--- config.mk ---
export PLATFORM = sky130hd
export DESIGN_NAME = rpn_stack_calculator_flat
export DESIGN_NICKNAME = d
export VERILOG_FILES = /design/src/rtl/rpn_pkg.sv /design/src/rtl/rpn_if.sv /design/src/rtl/rpn_stack.sv /design/src/rtl/rpn_alu.sv /design/src/rtl/rpn_stack_calculator.sv /design/src/flat_wrapper.sv
export VERILOG_INCLUDE_DIRS = /design/src /design/src/rtl
export SDC_FILE = /design/constraint.sdc
export NUM_CORES = 1
export LEC_CHECK = 0
export BUFFER_PORTS_ARGS = -buffer_cell sky130_fd_sc_hd__buf_2
export CORE_UTILIZATION = 63
export DETAILED_ROUTE_END_ITERATION = 16
export PLACE_DENSITY = 0.82
export SKIP_CTS_REPAIR_TIMING = 1
export SYNTH_ARGS = -nofsm -noshare
export SYNTH_HDL_FRONTEND = slang
export SYNTH_SLANG_ARGS = --single-unit
--- constraint.sdc ---
create_clock -name clk -period 6.6 [get_ports clk]
set_input_delay 1.98 -clock clk [delete_from_list [all_inputs] [get_ports clk]]
set_output_delay 1.98 -clock clk [all_outputs]
set_load 0.02 [all_outputs]
--- src/rtl/rpn_stack_calculator_assert.svh ---
// Assertion macros shared by the calculator RTL.
`ifndef RPN_STACK_CALCULATOR_ASSERT_SVH
`define RPN_STACK_CALCULATOR_ASSERT_SVH

// Consequent must hold in the same cycle as the antecedent.
`define RPN_ASSERT_IMPL(name, ante, cons, msg) \
  name: assert property (@(posedge clk) disable iff (!rst_n) (ante) |-> (cons)) \
    else $error(msg);

// Consequent must hold in the cycle after the antecedent.
`define RPN_ASSERT_NEXT(name, ante, cons, msg) \
  name: assert property (@(posedge clk) disable iff (!rst_n) (ante) |=> (cons)) \
    else $error(msg);

// Expression must never be true.
`define RPN_ASSERT_NEVER(name, expr, msg) \
  name: assert property (@(posedge clk) disable iff (!rst_n) !(expr)) \
    else $error(msg);

`endif

--- src/rtl/rpn_pkg.sv ---
// Shared types, codes and helper functions of the RPN calculator.
package rpn_pkg;

  localparam int WORD_W   = 32;
  localparam int REQ_W    = 3;
  localparam int STATUS_W = 3;
  localparam int DEPTH_W  = 5;

  localparam logic [REQ_W-1:0] REQ_PUSH = 3'd0;
  localparam logic [REQ_W-1:0] REQ_ADD  = 3'd1;
  localparam logic [REQ_W-1:0] REQ_SUB  = 3'd2;
  localparam logic [REQ_W-1:0] REQ_MUL  = 3'd3;
  localparam logic [REQ_W-1:0] REQ_DIV  = 3'd4;

  localparam logic [STATUS_W-1:0] ST_PUSHED   = 3'd0;
  localparam logic [STATUS_W-1:0] ST_COMPUTED = 3'd1;
  localparam logic [STATUS_W-1:0] ST_FEW      = 3'd2;
  localparam logic [STATUS_W-1:0] ST_FULL     = 3'd3;
  localparam logic [STATUS_W-1:0] ST_DIVZERO  = 3'd4;

  localparam logic [WORD_W-1:0] SAT_POS = 32'h7FFF_FFFF;
  localparam logic [WORD_W-1:0] SAT_NEG = 32'h8000_0000;

  typedef enum logic [1:0] {ALU_ADD, ALU_SUB, ALU_MUL, ALU_DIV} alu_op_t;

  typedef struct packed {
    logic              start;
    alu_op_t           op;
    logic [WORD_W-1:0] a;
    logic [WORD_W-1:0] b;
  } alu_cmd_t;

  typedef struct packed {
    logic              done;
    logic              sat;
    logic [WORD_W-1:0] result;
  } alu_rsp_t;

  typedef struct packed {
    logic              push;
    logic              reduce;
    logic              rd_lower;
    logic [WORD_W-1:0] wr_data;
  } stk_ctrl_t;

  typedef struct packed {
    logic               full;
    logic               few;
    logic [DEPTH_W-1:0] depth;
  } stk_stat_t;

  // Returns {sat, word} for a sign and a 33-bit magnitude; ovf marks bits lost above it.
  function automatic logic [WORD_W:0] clamp_mag(input logic neg, input logic ovf,
                                                input logic [WORD_W:0] mag);
    logic [WORD_W:0] r;
    if (!neg) begin
      if (ovf || (mag > {1'b0, SAT_POS})) r = {1'b1, SAT_POS};
      else r = {1'b0, mag[WORD_W-1:0]};
    end else begin
      if (ovf || (mag > {1'b0, SAT_NEG})) r = {1'b1, SAT_NEG};
      else r = {1'b0, (~mag[WORD_W-1:0]) + 32'd1};
    end
    return r;
  endfunction

  function automatic logic [WORD_W-1:0] magnitude(input logic [WORD_W-1:0] v);
    return v[WORD_W-1] ? (~v) + 32'd1 : v;
  endfunction

endpackage

--- src/rtl/rpn_if.sv ---
// Request and response channel interfaces of the RPN calculator.
interface rpn_req_if import rpn_pkg::*; ();
  logic                     valid;
  logic                     ready;
  logic [REQ_W-1:0]         req_type;
  logic signed [WORD_W-1:0] operand_value;

  modport source (output valid, output req_type, output operand_value, input ready);
  modport sink   (input valid, input req_type, input operand_value, output ready);
endinterface

interface rpn_rsp_if import rpn_pkg::*; ();
  logic                     valid;
  logic                     ready;
  logic [STATUS_W-1:0]      status;
  logic signed [WORD_W-1:0] result_value;
  logic                     saturated;
  logic [DEPTH_W-1:0]       stack_depth;

  modport source (output valid, output status, output result_value, output saturated,
                  output stack_depth, input ready);
  modport sink   (input valid, input status, input result_value, input saturated,
                  input stack_depth, output ready);
endinterface

--- src/rtl/rpn_stack.sv ---
// Operand stack memory with its stack pointer.
`include "rpn_stack_calculator_assert.svh"

module rpn_stack import rpn_pkg::*; #(
  parameter int STACK_DEPTH = 16
) (
  input  logic              clk,
  input  logic              rst_n,
  input  stk_ctrl_t         ctrl,
  output logic [WORD_W-1:0] rd_data,
  output stk_stat_t         stat
);

  localparam int SPW = $clog2(STACK_DEPTH + 1);
  localparam int AW  = $clog2(STACK_DEPTH);

  logic [WORD_W-1:0] mem [STACK_DEPTH];
  logic [WORD_W-1:0] rd_data_r;
  logic [SPW-1:0]    sp_r;
  logic [SPW-1:0]    sp_nxt;
  logic [AW-1:0]     wr_addr;
  logic [AW-1:0]     rd_addr;

  // A reduce overwrites the lower operand, which sits two below the pointer.
  assign wr_addr = ctrl.push ? AW'(sp_r) : AW'(sp_r - SPW'(2));
  assign rd_addr = ctrl.rd_lower ? AW'(sp_r - SPW'(2)) : AW'(sp_r - SPW'(1));

  always_comb begin
    sp_nxt = sp_r;
    if (ctrl.push) sp_nxt = sp_r + SPW'(1);
    else if (ctrl.reduce) sp_nxt = sp_r - SPW'(1);
  end

  always_ff @(posedge clk) begin
    if (ctrl.push || ctrl.reduce) mem[wr_addr] <= ctrl.wr_data;
    rd_data_r <= mem[rd_addr];
  end

  always_ff @(posedge clk) begin
    if (!rst_n) sp_r <= '0;
    else sp_r <= sp_nxt;
  end

  assign rd_data    = rd_data_r;
  assign stat.full  = (sp_r == SPW'(STACK_DEPTH));
  assign stat.few   = (sp_r < SPW'(2));
  assign stat.depth = DEPTH_W'(sp_r);

  `RPN_ASSERT_NEVER(a_sp_range, sp_r > SPW'(STACK_DEPTH), "stack pointer beyond depth")
  `RPN_ASSERT_NEVER(a_push_reduce, ctrl.push && ctrl.reduce, "push and reduce together")
  `RPN_ASSERT_NEXT(a_push_grows, ctrl.push, sp_r == $past(sp_r) + SPW'(1), "push lost")

endmodule

--- src/rtl/rpn_alu.sv ---
// Bit-serial arithmetic unit: serial add/subtract, shift-add multiply, restoring divide.
`include "rpn_stack_calculator_assert.svh"

module rpn_alu import rpn_pkg::*; #(
  parameter int FRACTION_BITS = 16
) (
  input  logic     clk,
  input  logic     rst_n,
  input  alu_cmd_t cmd,
  output alu_rsp_t rsp
);

  localparam int DIV_STEPS = WORD_W + FRACTION_BITS;
  localparam int CNT_W     = $clog2(DIV_STEPS + 1);

  typedef enum logic [1:0] {A_IDLE, A_RUN, A_DONE} alu_state_t;

  alu_state_t        state_r, state_nxt;
  alu_op_t           op_r, op_nxt;
  logic [CNT_W-1:0]  cnt_r, cnt_nxt;
  logic [WORD_W-1:0] x_r, x_nxt;
  logic [WORD_W-1:0] y_r, y_nxt;
  logic [WORD_W-1:0] acc_r, acc_nxt;
  logic [WORD_W:0]   q_r, q_nxt;
  logic              carry_r, carry_nxt;
  logic              ovf_r, ovf_nxt;
  logic              neg_r, neg_nxt;
  logic              xs_r, xs_nxt;
  logic              ys_r, ys_nxt;
  logic              done_r, done_nxt;
  logic              sat_r, sat_nxt;
  logic [WORD_W-1:0] res_r, res_nxt;

  logic              sum_bit;
  logic [WORD_W:0]   mul_sum;
  logic [WORD_W:0]   div_shift;
  logic              div_ge;
  logic [WORD_W:0]   div_diff;
  logic [2*WORD_W-1:0] prod_scaled;
  logic              top_bit;
  logic [WORD_W:0]   clamped;

  always_comb begin
    sum_bit     = x_r[0] ^ y_r[0] ^ carry_r;
    mul_sum     = {1'b0, acc_r} + (x_r[0] ? {1'b0, y_r} : '0);
    div_shift   = {acc_r, x_r[WORD_W-1]};
    div_ge      = (div_shift >= {1'b0, y_r});
    div_diff    = div_shift - {1'b0, y_r};
    prod_scaled = {acc_r, x_r} >> FRACTION_BITS;
    top_bit     = xs_r ^ ys_r ^ carry_r;
    clamped     = '0;

    state_nxt = state_r;
    op_nxt    = op_r;
    cnt_nxt   = cnt_r;
    x_nxt     = x_r;
    y_nxt     = y_r;
    acc_nxt   = acc_r;
    q_nxt     = q_r;
    carry_nxt = carry_r;
    ovf_nxt   = ovf_r;
    neg_nxt   = neg_r;
    xs_nxt    = xs_r;
    ys_nxt    = ys_r;
    done_nxt  = 1'b0;
    sat_nxt   = sat_r;
    res_nxt   = res_r;

    unique case (state_r)
      A_IDLE: begin
        if (cmd.start) begin
          state_nxt = A_RUN;
          op_nxt    = cmd.op;
          acc_nxt   = '0;
          q_nxt     = '0;
          ovf_nxt   = 1'b0;
          neg_nxt   = cmd.a[WORD_W-1] ^ cmd.b[WORD_W-1];
          cnt_nxt   = CNT_W'(WORD_W);
          case (cmd.op)
            ALU_ADD: begin
              x_nxt     = cmd.a;
              y_nxt     = cmd.b;
              carry_nxt = 1'b0;
              xs_nxt    = cmd.a[WORD_W-1];
              ys_nxt    = cmd.b[WORD_W-1];
            end
            ALU_SUB: begin
              // Subtract as add of the inverted operand with a carry in.
              x_nxt     = cmd.a;
              y_nxt     = ~cmd.b;
              carry_nxt = 1'b1;
              xs_nxt    = cmd.a[WORD_W-1];
              ys_nxt    = ~cmd.b[WORD_W-1];
            end
            ALU_MUL: begin
              x_nxt = magnitude(cmd.a);
              y_nxt = magnitude(cmd.b);
            end
            default: begin
              x_nxt   = magnitude(cmd.a);
              y_nxt   = magnitude(cmd.b);
              cnt_nxt = CNT_W'(DIV_STEPS);
            end
          endcase
        end
      end
      A_RUN: begin
        cnt_nxt = cnt_r - CNT_W'(1);
        if (cnt_r == CNT_W'(1)) state_nxt = A_DONE;
        case (op_r)
          ALU_ADD, ALU_SUB: begin
            acc_nxt   = {sum_bit, acc_r[WORD_W-1:1]};
            carry_nxt = (x_r[0] & y_r[0]) | (carry_r & (x_r[0] ^ y_r[0]));
            x_nxt     = x_r >> 1;
            y_nxt     = y_r >> 1;
          end
          ALU_MUL: begin
            acc_nxt = mul_sum[WORD_W:1];
            x_nxt   = {mul_sum[0], x_r[WORD_W-1:1]};
          end
          default: begin
            // The remainder stays below the divisor, so 32 bits hold it.
            acc_nxt = div_ge ? div_diff[WORD_W-1:0] : div_shift[WORD_W-1:0];
            x_nxt   = x_r << 1;
            q_nxt   = {q_r[WORD_W-1:0], div_ge};
            ovf_nxt = ovf_r | q_r[WORD_W];
          end
        endcase
      end
      A_DONE: begin
        case (op_r)
          ALU_ADD, ALU_SUB: begin
            if (top_bit != acc_r[WORD_W-1]) clamped = {1'b1, top_bit ? SAT_NEG : SAT_POS};
            else clamped = {1'b0, acc_r};
          end
          ALU_MUL: begin
            clamped = clamp_mag(neg_r, |prod_scaled[2*WORD_W-1:WORD_W],
                                {1'b0, prod_scaled[WORD_W-1:0]});
          end
          default: clamped = clamp_mag(neg_r, ovf_r, q_r);
        endcase
        sat_nxt   = clamped[WORD_W];
        res_nxt   = clamped[WORD_W-1:0];
        done_nxt  = 1'b1;
        state_nxt = A_IDLE;
      end
      default: state_nxt = A_IDLE;
    endcase
  end

  always_ff @(posedge clk) begin
    if (!rst_n) begin
      state_r <= A_IDLE;
      done_r  <= 1'b0;
    end else begin
      state_r <= state_nxt;
      done_r  <= done_nxt;
    end
    op_r    <= op_nxt;
    cnt_r   <= cnt_nxt;
    x_r     <= x_nxt;
    y_r     <= y_nxt;
    acc_r   <= acc_nxt;
    q_r     <= q_nxt;
    carry_r <= carry_nxt;
    ovf_r   <= ovf_nxt;
    neg_r   <= neg_nxt;
    xs_r    <= xs_nxt;
    ys_r    <= ys_nxt;
    sat_r   <= sat_nxt;
    res_r   <= res_nxt;
  end

  assign rsp.done   = done_r;
  assign rsp.sat    = sat_r;
  assign rsp.result = res_r;

  `RPN_ASSERT_IMPL(a_start_idle, cmd.start, state_r == A_IDLE, "start while busy")
  `RPN_ASSERT_IMPL(a_run_count, state_r == A_RUN, cnt_r != '0, "step counter empty in run")

endmodule

--- src/rtl/rpn_stack_calculator.sv ---
// A push or a rejected item goes from acceptance straight to S_FIN; an operator reads its
// operands in S_RD_B and S_RD_A, runs the bit-serial unit in S_ALU (skipped on divide by zero)
// and then enters S_FIN. The bit-serial unit works one bit per cycle: 32 steps, 32 + FRACTION_BITS to divide.
// S_FIN loads the result into the output register once that register is free. One item is in
// work at a time; the next can be accepted in the cycle after the result enters the output register.
// Synchronous active-low reset empties the stack; stack contents are not cleared.
`include "rpn_stack_calculator_assert.svh"

module rpn_stack_calculator import rpn_pkg::*; #(
  parameter int STACK_DEPTH   = 16,
  parameter int FRACTION_BITS = 16
) (
  input logic       clk,
  input logic       rst_n,
  rpn_req_if.sink   in_req,
  rpn_rsp_if.source out_rsp
);

  typedef enum logic [2:0] {S_IDLE, S_RD_B, S_RD_A, S_ALU, S_FIN} top_state_t;

  top_state_t          state_r, state_nxt;
  alu_op_t             op_r, op_nxt;
  logic [WORD_W-1:0]   b_r, b_nxt;
  logic [STATUS_W-1:0] status_r, status_nxt;
  logic [WORD_W-1:0]   result_r, result_nxt;
  logic                sat_r, sat_nxt;
  logic                out_valid_r, out_valid_nxt;
  logic [STATUS_W-1:0] out_status_r, out_status_nxt;
  logic [WORD_W-1:0]   out_result_r, out_result_nxt;
  logic                out_sat_r, out_sat_nxt;
  logic [DEPTH_W-1:0]  out_depth_r, out_depth_nxt;

  logic              accept;
  logic              out_free;
  stk_ctrl_t         stk_ctrl;
  stk_stat_t         stk_stat;
  logic [WORD_W-1:0] stk_rd_data;
  alu_cmd_t          alu_cmd;
  alu_rsp_t          alu_rsp;

  rpn_stack #(.STACK_DEPTH(STACK_DEPTH)) u_stack (
    .clk     (clk),
    .rst_n   (rst_n),
    .ctrl    (stk_ctrl),
    .rd_data (stk_rd_data),
    .stat    (stk_stat)
  );

  rpn_alu #(.FRACTION_BITS(FRACTION_BITS)) u_alu (
    .clk   (clk),
    .rst_n (rst_n),
    .cmd   (alu_cmd),
    .rsp   (alu_rsp)
  );

  assign in_req.ready = (state_r == S_IDLE);
  assign accept       = in_req.valid && in_req.ready;
  assign out_free     = !out_valid_r || out_rsp.ready;

  always_comb begin
    state_nxt      = state_r;
    op_nxt         = op_r;
    b_nxt          = b_r;
    status_nxt     = status_r;
    result_nxt     = result_r;
    sat_nxt        = sat_r;
    out_valid_nxt  = out_valid_r && !out_rsp.ready;
    out_status_nxt = out_status_r;
    out_result_nxt = out_result_r;
    out_sat_nxt    = out_sat_r;
    out_depth_nxt  = out_depth_r;

    stk_ctrl          = '0;
    stk_ctrl.rd_lower = (state_r == S_RD_B);
    stk_ctrl.wr_data  = (state_r == S_ALU) ? alu_rsp.result : WORD_W'(in_req.operand_value);

    alu_cmd       = '0;
    alu_cmd.op    = op_r;
    alu_cmd.a     = stk_rd_data;
    alu_cmd.b     = b_r;

    unique case (state_r)
      S_IDLE: begin
        if (accept) begin
          result_nxt = '0;
          sat_nxt    = 1'b0;
          state_nxt  = S_FIN;
          unique case (in_req.req_type)
            REQ_ADD: op_nxt = ALU_ADD;
            REQ_SUB: op_nxt = ALU_SUB;
            REQ_MUL: op_nxt = ALU_MUL;
            REQ_DIV: op_nxt = ALU_DIV;
            default: op_nxt = ALU_ADD;
          endcase
          // Unused request codes behave as a push.
          if (in_req.req_type inside {REQ_ADD, REQ_SUB, REQ_MUL, REQ_DIV}) begin
            if (stk_stat.few) status_nxt = ST_FEW;
            else state_nxt = S_RD_B;
          end else if (stk_stat.full) begin
            status_nxt = ST_FULL;
          end else begin
            stk_ctrl.push = 1'b1;
            status_nxt    = ST_PUSHED;
          end
        end
      end
      S_RD_B: begin
        b_nxt     = stk_rd_data;
        state_nxt = S_RD_A;
      end
      S_RD_A: begin
        if (op_r == ALU_DIV && b_r == '0) begin
          status_nxt = ST_DIVZERO;
          state_nxt  = S_FIN;
        end else begin
          alu_cmd.start = 1'b1;
          state_nxt     = S_ALU;
        end
      end
      S_ALU: begin
        if (alu_rsp.done) begin
          stk_ctrl.reduce = 1'b1;
          status_nxt      = ST_COMPUTED;
          result_nxt      = alu_rsp.result;
          sat_nxt         = alu_rsp.sat;
          state_nxt       = S_FIN;
        end
      end
      S_FIN: begin
        if (out_free) begin
          out_valid_nxt  = 1'b1;
          out_status_nxt = status_r;
          out_result_nxt = result_r;
          out_sat_nxt    = sat_r;
          out_depth_nxt  = stk_stat.depth;
          state_nxt      = S_IDLE;
        end
      end
      default: state_nxt = S_IDLE;
    endcase
  end

  always_ff @(posedge clk) begin
    if (!rst_n) begin
      state_r     <= S_IDLE;
      out_valid_r <= 1'b0;
    end else begin
      state_r     <= state_nxt;
      out_valid_r <= out_valid_nxt;
    end
    op_r         <= op_nxt;
    b_r          <= b_nxt;
    status_r     <= status_nxt;
    result_r     <= result_nxt;
    sat_r        <= sat_nxt;
    out_status_r <= out_status_nxt;
    out_result_r <= out_result_nxt;
    out_sat_r    <= out_sat_nxt;
    out_depth_r  <= out_depth_nxt;
  end

  assign out_rsp.valid        = out_valid_r;
  assign out_rsp.status       = out_status_r;
  assign out_rsp.result_value = out_result_r;
  assign out_rsp.saturated    = out_sat_r;
  assign out_rsp.stack_depth  = out_depth_r;

  `RPN_ASSERT_IMPL(a_done_in_alu, alu_rsp.done, state_r == S_ALU, "unit done out of turn")
  `RPN_ASSERT_NEXT(a_fin_loads, state_r == S_FIN && out_free, out_valid_r && state_r == S_IDLE, "result beat not loaded")

endmodule

--- src/flat_wrapper.sv ---
// flat-port wrapper written by rule: the top's interface ports become plain ports
module rpn_stack_calculator_flat import rpn_pkg::*;
#(
  parameter int STACK_DEPTH   = 16,
  parameter int FRACTION_BITS = 16
)
  (clk, rst_n, in_req_valid, in_req_req_type, in_req_operand_value, in_req_ready, out_rsp_valid, out_rsp_status, out_rsp_result_value, out_rsp_saturated, out_rsp_stack_depth, out_rsp_ready);
  rpn_req_if in_req_i ();
  rpn_rsp_if out_rsp_i ();
  input logic clk;
  input logic rst_n;
  input wire logic [$bits(in_req_i.valid)-1:0] in_req_valid;
  input wire logic [$bits(in_req_i.req_type)-1:0] in_req_req_type;
  input wire logic [$bits(in_req_i.operand_value)-1:0] in_req_operand_value;
  output wire logic [$bits(in_req_i.ready)-1:0] in_req_ready;
  output wire logic [$bits(out_rsp_i.valid)-1:0] out_rsp_valid;
  output wire logic [$bits(out_rsp_i.status)-1:0] out_rsp_status;
  output wire logic [$bits(out_rsp_i.result_value)-1:0] out_rsp_result_value;
  output wire logic [$bits(out_rsp_i.saturated)-1:0] out_rsp_saturated;
  output wire logic [$bits(out_rsp_i.stack_depth)-1:0] out_rsp_stack_depth;
  input wire logic [$bits(out_rsp_i.ready)-1:0] out_rsp_ready;
  assign in_req_i.valid = in_req_valid;
  assign in_req_i.req_type = in_req_req_type;
  assign in_req_i.operand_value = in_req_operand_value;
  assign in_req_ready = in_req_i.ready;
  assign out_rsp_valid = out_rsp_i.valid;
  assign out_rsp_status = out_rsp_i.status;
  assign out_rsp_result_value = out_rsp_i.result_value;
  assign out_rsp_saturated = out_rsp_i.saturated;
  assign out_rsp_stack_depth = out_rsp_i.stack_depth;
  assign out_rsp_i.ready = out_rsp_ready;
  rpn_stack_calculator #(.STACK_DEPTH(STACK_DEPTH), .FRACTION_BITS(FRACTION_BITS)) u_core (.clk(clk), .rst_n(rst_n), .in_req(in_req_i), .out_rsp(out_rsp_i));
endmodule
==> out/summary.txt <==
PLACEMENT
-----------------------------------------------------------------------------------------------------------------
Detailed Place HPWL                                                                                       78.5 mm
Total instance count after detailed placement                                                                3895
Final weighted congestion in routability-driven placement                                                    1.00
Number of buffers inserted by port buffering                                                                   81
Worst setup timing slack at the placement stage                                                           1540 ps

TIMING
-----------------------------------------------------------------------------------------------------------------
Setup repair after global routing missed its margin                                                         false
Pins over their slew limit                                                                                      0
PnR worst setup slack                                                                                     2060 ps
Final setup fails                                                                                               0
Fin crit period                                                                                           4540 ps
Worst slew margin                                                                                           0.211
Hold violation total from the final report                                                                      0
Worst-Margin Slew                                                                                         1180 ps
Sum of negative setup slack                                                                                  0 ps
Maximum frequency from static timing analysis                                                             221 MHz
Worst Skew                                                                                                40.5 ps
Period utilisation layout                                                                                   0.687

DETAILED ROUTING
-----------------------------------------------------------------------------------------------------------------
Via density                                                                                                  7.08
Total iterations of the first detailed-routing run                                                              6
Remaining antenna violation count after routing                                                                 0
Routed wirelength normalized by instance count                                                            30.4 um
Sum of routed wire length over all layers                                                                  123 mm
Drt first-iter violations                                                                                    4010
DRC Markers                                                                                                     0
Vias after detailed routing                                                                                 28700

CRITICAL PATH
-----------------------------------------------------------------------------------------------------------------
Worst reg2reg path depth                                                                                        8
Beginning of the worst register-to-register path                                                     u_core.u_stack.sp_r[0]
Endpoint class of the critical path                                                                     flip-flop
Flop-to-flop setup slack                                                                                  2120 ps
Most used cell, CP                                                                                          buf_4
Worst Path Max Fanout                                                                                          25
Required arrival time at the worst endpoint                                                               6980 ps
Slowest cell on the critical path                                                                          nor2_4
Worst Path Arrival                                                                                        4910 ps
Capture instance of the worst register-to-register path                                              u_core.u_stack.rd_data[26]
Setup crit start kind                                                                                   input pin
Longest individual stage delay on the worst path                                                           790 ps
Kind of critical path                                                                                      in2reg
Cells along the critical path                                                                        buf_2 > nor2_1 > xor2_1 > buf_4 > nand4_1 > buf_4 > xnor2_1 > nand2_1 > nor2_4 > buf_4

POWER AND IR DROP
-----------------------------------------------------------------------------------------------------------------
Power Internal                                                                                          0.00988 W
Logic gate share of total power                                                                             0.157
Switch share                                                                                                0.275
Clock power share                                                                                           0.370
NetSw                                                                                                   0.00375 W
Total power after layout                                                                                 0.0136 W
Power density normalized to cell area                                                                  304 mW/mm2
Leakage dissipation                                                                                       15.6 nW
Reg power frac                                                                                              0.473
Maximum vdd ir drop                                                                                        348 uV

WORST HOLD PATH
-----------------------------------------------------------------------------------------------------------------
HP Class                                                                                                  reg2reg
Worst hold stages                                                                                               0
Destination of the worst hold path                                                                   u_core.out_rsp.result_value[30]
Worst Min Path Start                                                                                 u_core.result_r[30]

GLOBAL ROUTE
-----------------------------------------------------------------------------------------------------------------
All-Layer GR Usage                                                                                          0.376
Pin count of the biggest net entering global routing                                                          129
Number of global-route vias before repair                                                                   27700
Global-route congestion overflow total                                                                          0
First-pass GRT wire length                                                                                 181 mm
Antenna violations before repair                                                                                3

CLOCK TREE
-----------------------------------------------------------------------------------------------------------------
H-tree level count                                                                                              3
# clock sinks                                                                                                 842
CTS tree                                                                                                      yes
Clock tree buffer depth                                                                                         3
Clock latency at the later pin of the worst-skew pair                                                      660 ps
Number of buffers created by CTS                                                                               86
CTS clk-pin slew, worst paths                                                                               60 ps
Cell at the root of the clock tree                                                                      clkbuf_16

FLOORPLAN
-----------------------------------------------------------------------------------------------------------------
Cell Rows                                                                                                      92
Starting Density                                                                                            0.639
Placeable Area                                                                                         0.0633 mm2
Die area                                                                                               0.0652 mm2
Die width                                                                                                  255 um
IO Pins                                                                                                        82
Y dimension of the die                                                                                     255 um

YOSYS
-----------------------------------------------------------------------------------------------------------------
Top cell type's share of synthesized area                                                                   0.592
Synthesized net count                                                                                        3200
Post-Synthesis Cells                                                                                         3079
Post-synthesis async set-or-reset flop share                                                                    0
Part of the Yosys area used for sequential elements                                                         0.614
Compound-gate portion of the synthesized area                                                               0.114
Post-synthesis xor/xnor area fraction                                                                      0.0318
Syn Area/Cell                                                                                            13.1 um2
Main combinational cell family by area after synthesis                                               compound AO/OA/AOI/OAI gates
Distinct cell type count of the synthesized netlist                                                            86
Fraction of synthesized area in multiplexers                                                               0.0849
Ys flop type                                                                                             edfxtp_1
Simple logic cell fraction of the synthesized area                                                          0.105
Area leader, netlist                                                                                     edfxtp_1
Number of enable flip-flop cells after synthesis                                                              798
Leading cell types by total area after synthesis                                                     edfxtp_1 59%, mux4_2 7.1%, ha_1 2.4%, nand2_1 2.3%, a21oi_1 2.2%
Warnings, synthesis                                                                                             0
Most numerous cell in the Yosys netlist                                                                  edfxtp_1
Syn Std Cell Area                                                                                      0.0404 mm2
Synth top cells by count                                                                             798 x edfxtp_1, 243 x nand2_1, 206 x nor2_1
Arithmetic-cell share of the synthesized area counting full adders, half adders and majority gates         0.0259
#FFs+latches synth                                                                                            842

LAYOUT
-----------------------------------------------------------------------------------------------------------------
Area growth from synthesis to layout                                                                        10.7%
Layout cells sized above 1                                                                                  0.144
Diodes inserted                                                                                                 0
Finished Layout Cells                                                                                        4053
Net count, final                                                                                             3258
Final core utilization                                                                                      0.707

JOB
-----------------------------------------------------------------------------------------------------------------
Maximum Capacitance Violations                                                                                  0

OUTCOME
-----------------------------------------------------------------------------------------------------------------
Outcome                                                                                              finished, final reports clean

==> state kept, by name, summed over array words and instances, names as in the netlist, 2 cells and up <==
register,flops
u_core.u_stack.mem,512
u_core.u_alu.q_r,33
u_core.b_r,32
u_core.out_rsp.result_value,32
u_core.result_r,32
u_core.u_alu.acc_r,32
u_core.u_alu.res_r,32
u_core.u_alu.x_r,32
u_core.u_alu.y_r,32
u_core.u_stack.rd_data,32
u_core.u_alu.cnt_r,6
u_core.out_rsp.stack_depth,5
u_core.u_stack.sp_r,5
u_core.out_rsp.status,3
u_core.state_r,3
u_core.status_r,3
u_core.op_r,2
u_core.u_alu.op_r,2
u_core.u_alu.state_r,2
==> worst max-delay path, delay by kind of cell <==
kind / cells / cell delay [ps]
and+or+nand+nor: 4 / 1370
buffers and inverters: 4 / 830
xor gates and xnor gates: 2 / 720
==> cells by family (layout without fill, tap and decap cells) <==
logic type,after synthesis,count (layout)
AND/OR/NAND/NOR,851,851
flip-flops,842,842
AO/OA/AOI/OAI,720,720
buffers and inverters,255,383
multiplexers,182,182
XOR/XNOR,147,147
adder cells (fa/ha/maj),82,82
==> metal layers <==
| layer | routed length [um] | global-route usage | up-vias |
|---|---|---|---|
| met5 | 11 | 0 | - |
| met3 | 13500 | 0.0789 | 451 |
| li1 | - | - | 12000 |
| met4 | 7690 | 0.197 | 2 |
| met2 | 58000 | 0.603 | 2219 |
| met1 | 44100 | 0.485 | 14000 |
==> how the worst max path moves through the flow <==
stage | endpoint | slack (ps) | startpoint
detailed placement | u_core.u_stack.mem[1][15] | 1540 | in_req_req_type[1]
CTS | u_core.u_stack.mem[15][16] | 2110 | in_req_req_type[1]
global route | u_core.u_stack.mem[15][19] | 1920 | in_req_req_type[1]
global placement | u_core.u_stack.mem[1][15] | 1630 | in_req_req_type[1]
floorplan | u_core.u_stack.mem[12][0] | 740 | in_req_req_type[1]
finish | u_core.u_stack.mem[15][17] | 2060 | in_req_req_type[1]
==> stage by stage <==
| stage | cell area (um2) | hold WS, ps |
|---|---|---|
| floorplan | 40400 | 400 |
| global placement | 41900 | 402 |
| detailed placement | 41900 | 405 |
| CTS | 44800 | 414 |
| global route | 44800 | 425 |
| finish | 44800 | 413 |
==> power groups by stage <==
stage	registers [W]	logic, W	clock network, W
floorplan	0.00645	0.00144	0
global placement	0.00652	0.00198	0
detailed placement	0.00653	0.00203	0
CTS	0.00643	0.00210	0.00506
global route	0.00645	0.00225	0.00525
finish	0.00645	0.00213	0.00505
==> placed cells by master (no fill, tap or decap), types with 79 or more instances in the layout <==
master,Yosys,final
a21oi_1,178,177
inv_1,85,85
clkbuf_16,0,90
nor2_1,206,193
o21ai_0,169,168
xnor2_1,86,84
nand2_1,243,241
buf_2,25,81
mux4_2,128,128
ha_1,79,79
edfxtp_1,798,798
==> layout make-up <==
| class | instances | area [um2] |
|---|---|---|
| flip-flops and latches | 842 | 24800 |
| repair buffers | 138 | 858 |
| well taps | 846 | 1060 |
| clock buffers | 110 | 2350 |
| inverters | 87 | 327 |
| clock inverters | 48 | 556 |
| multi-input cells | 1982 | 14800 |
| fillers | 3977 | 18500 |
Power figures use the tool's default switching activity.
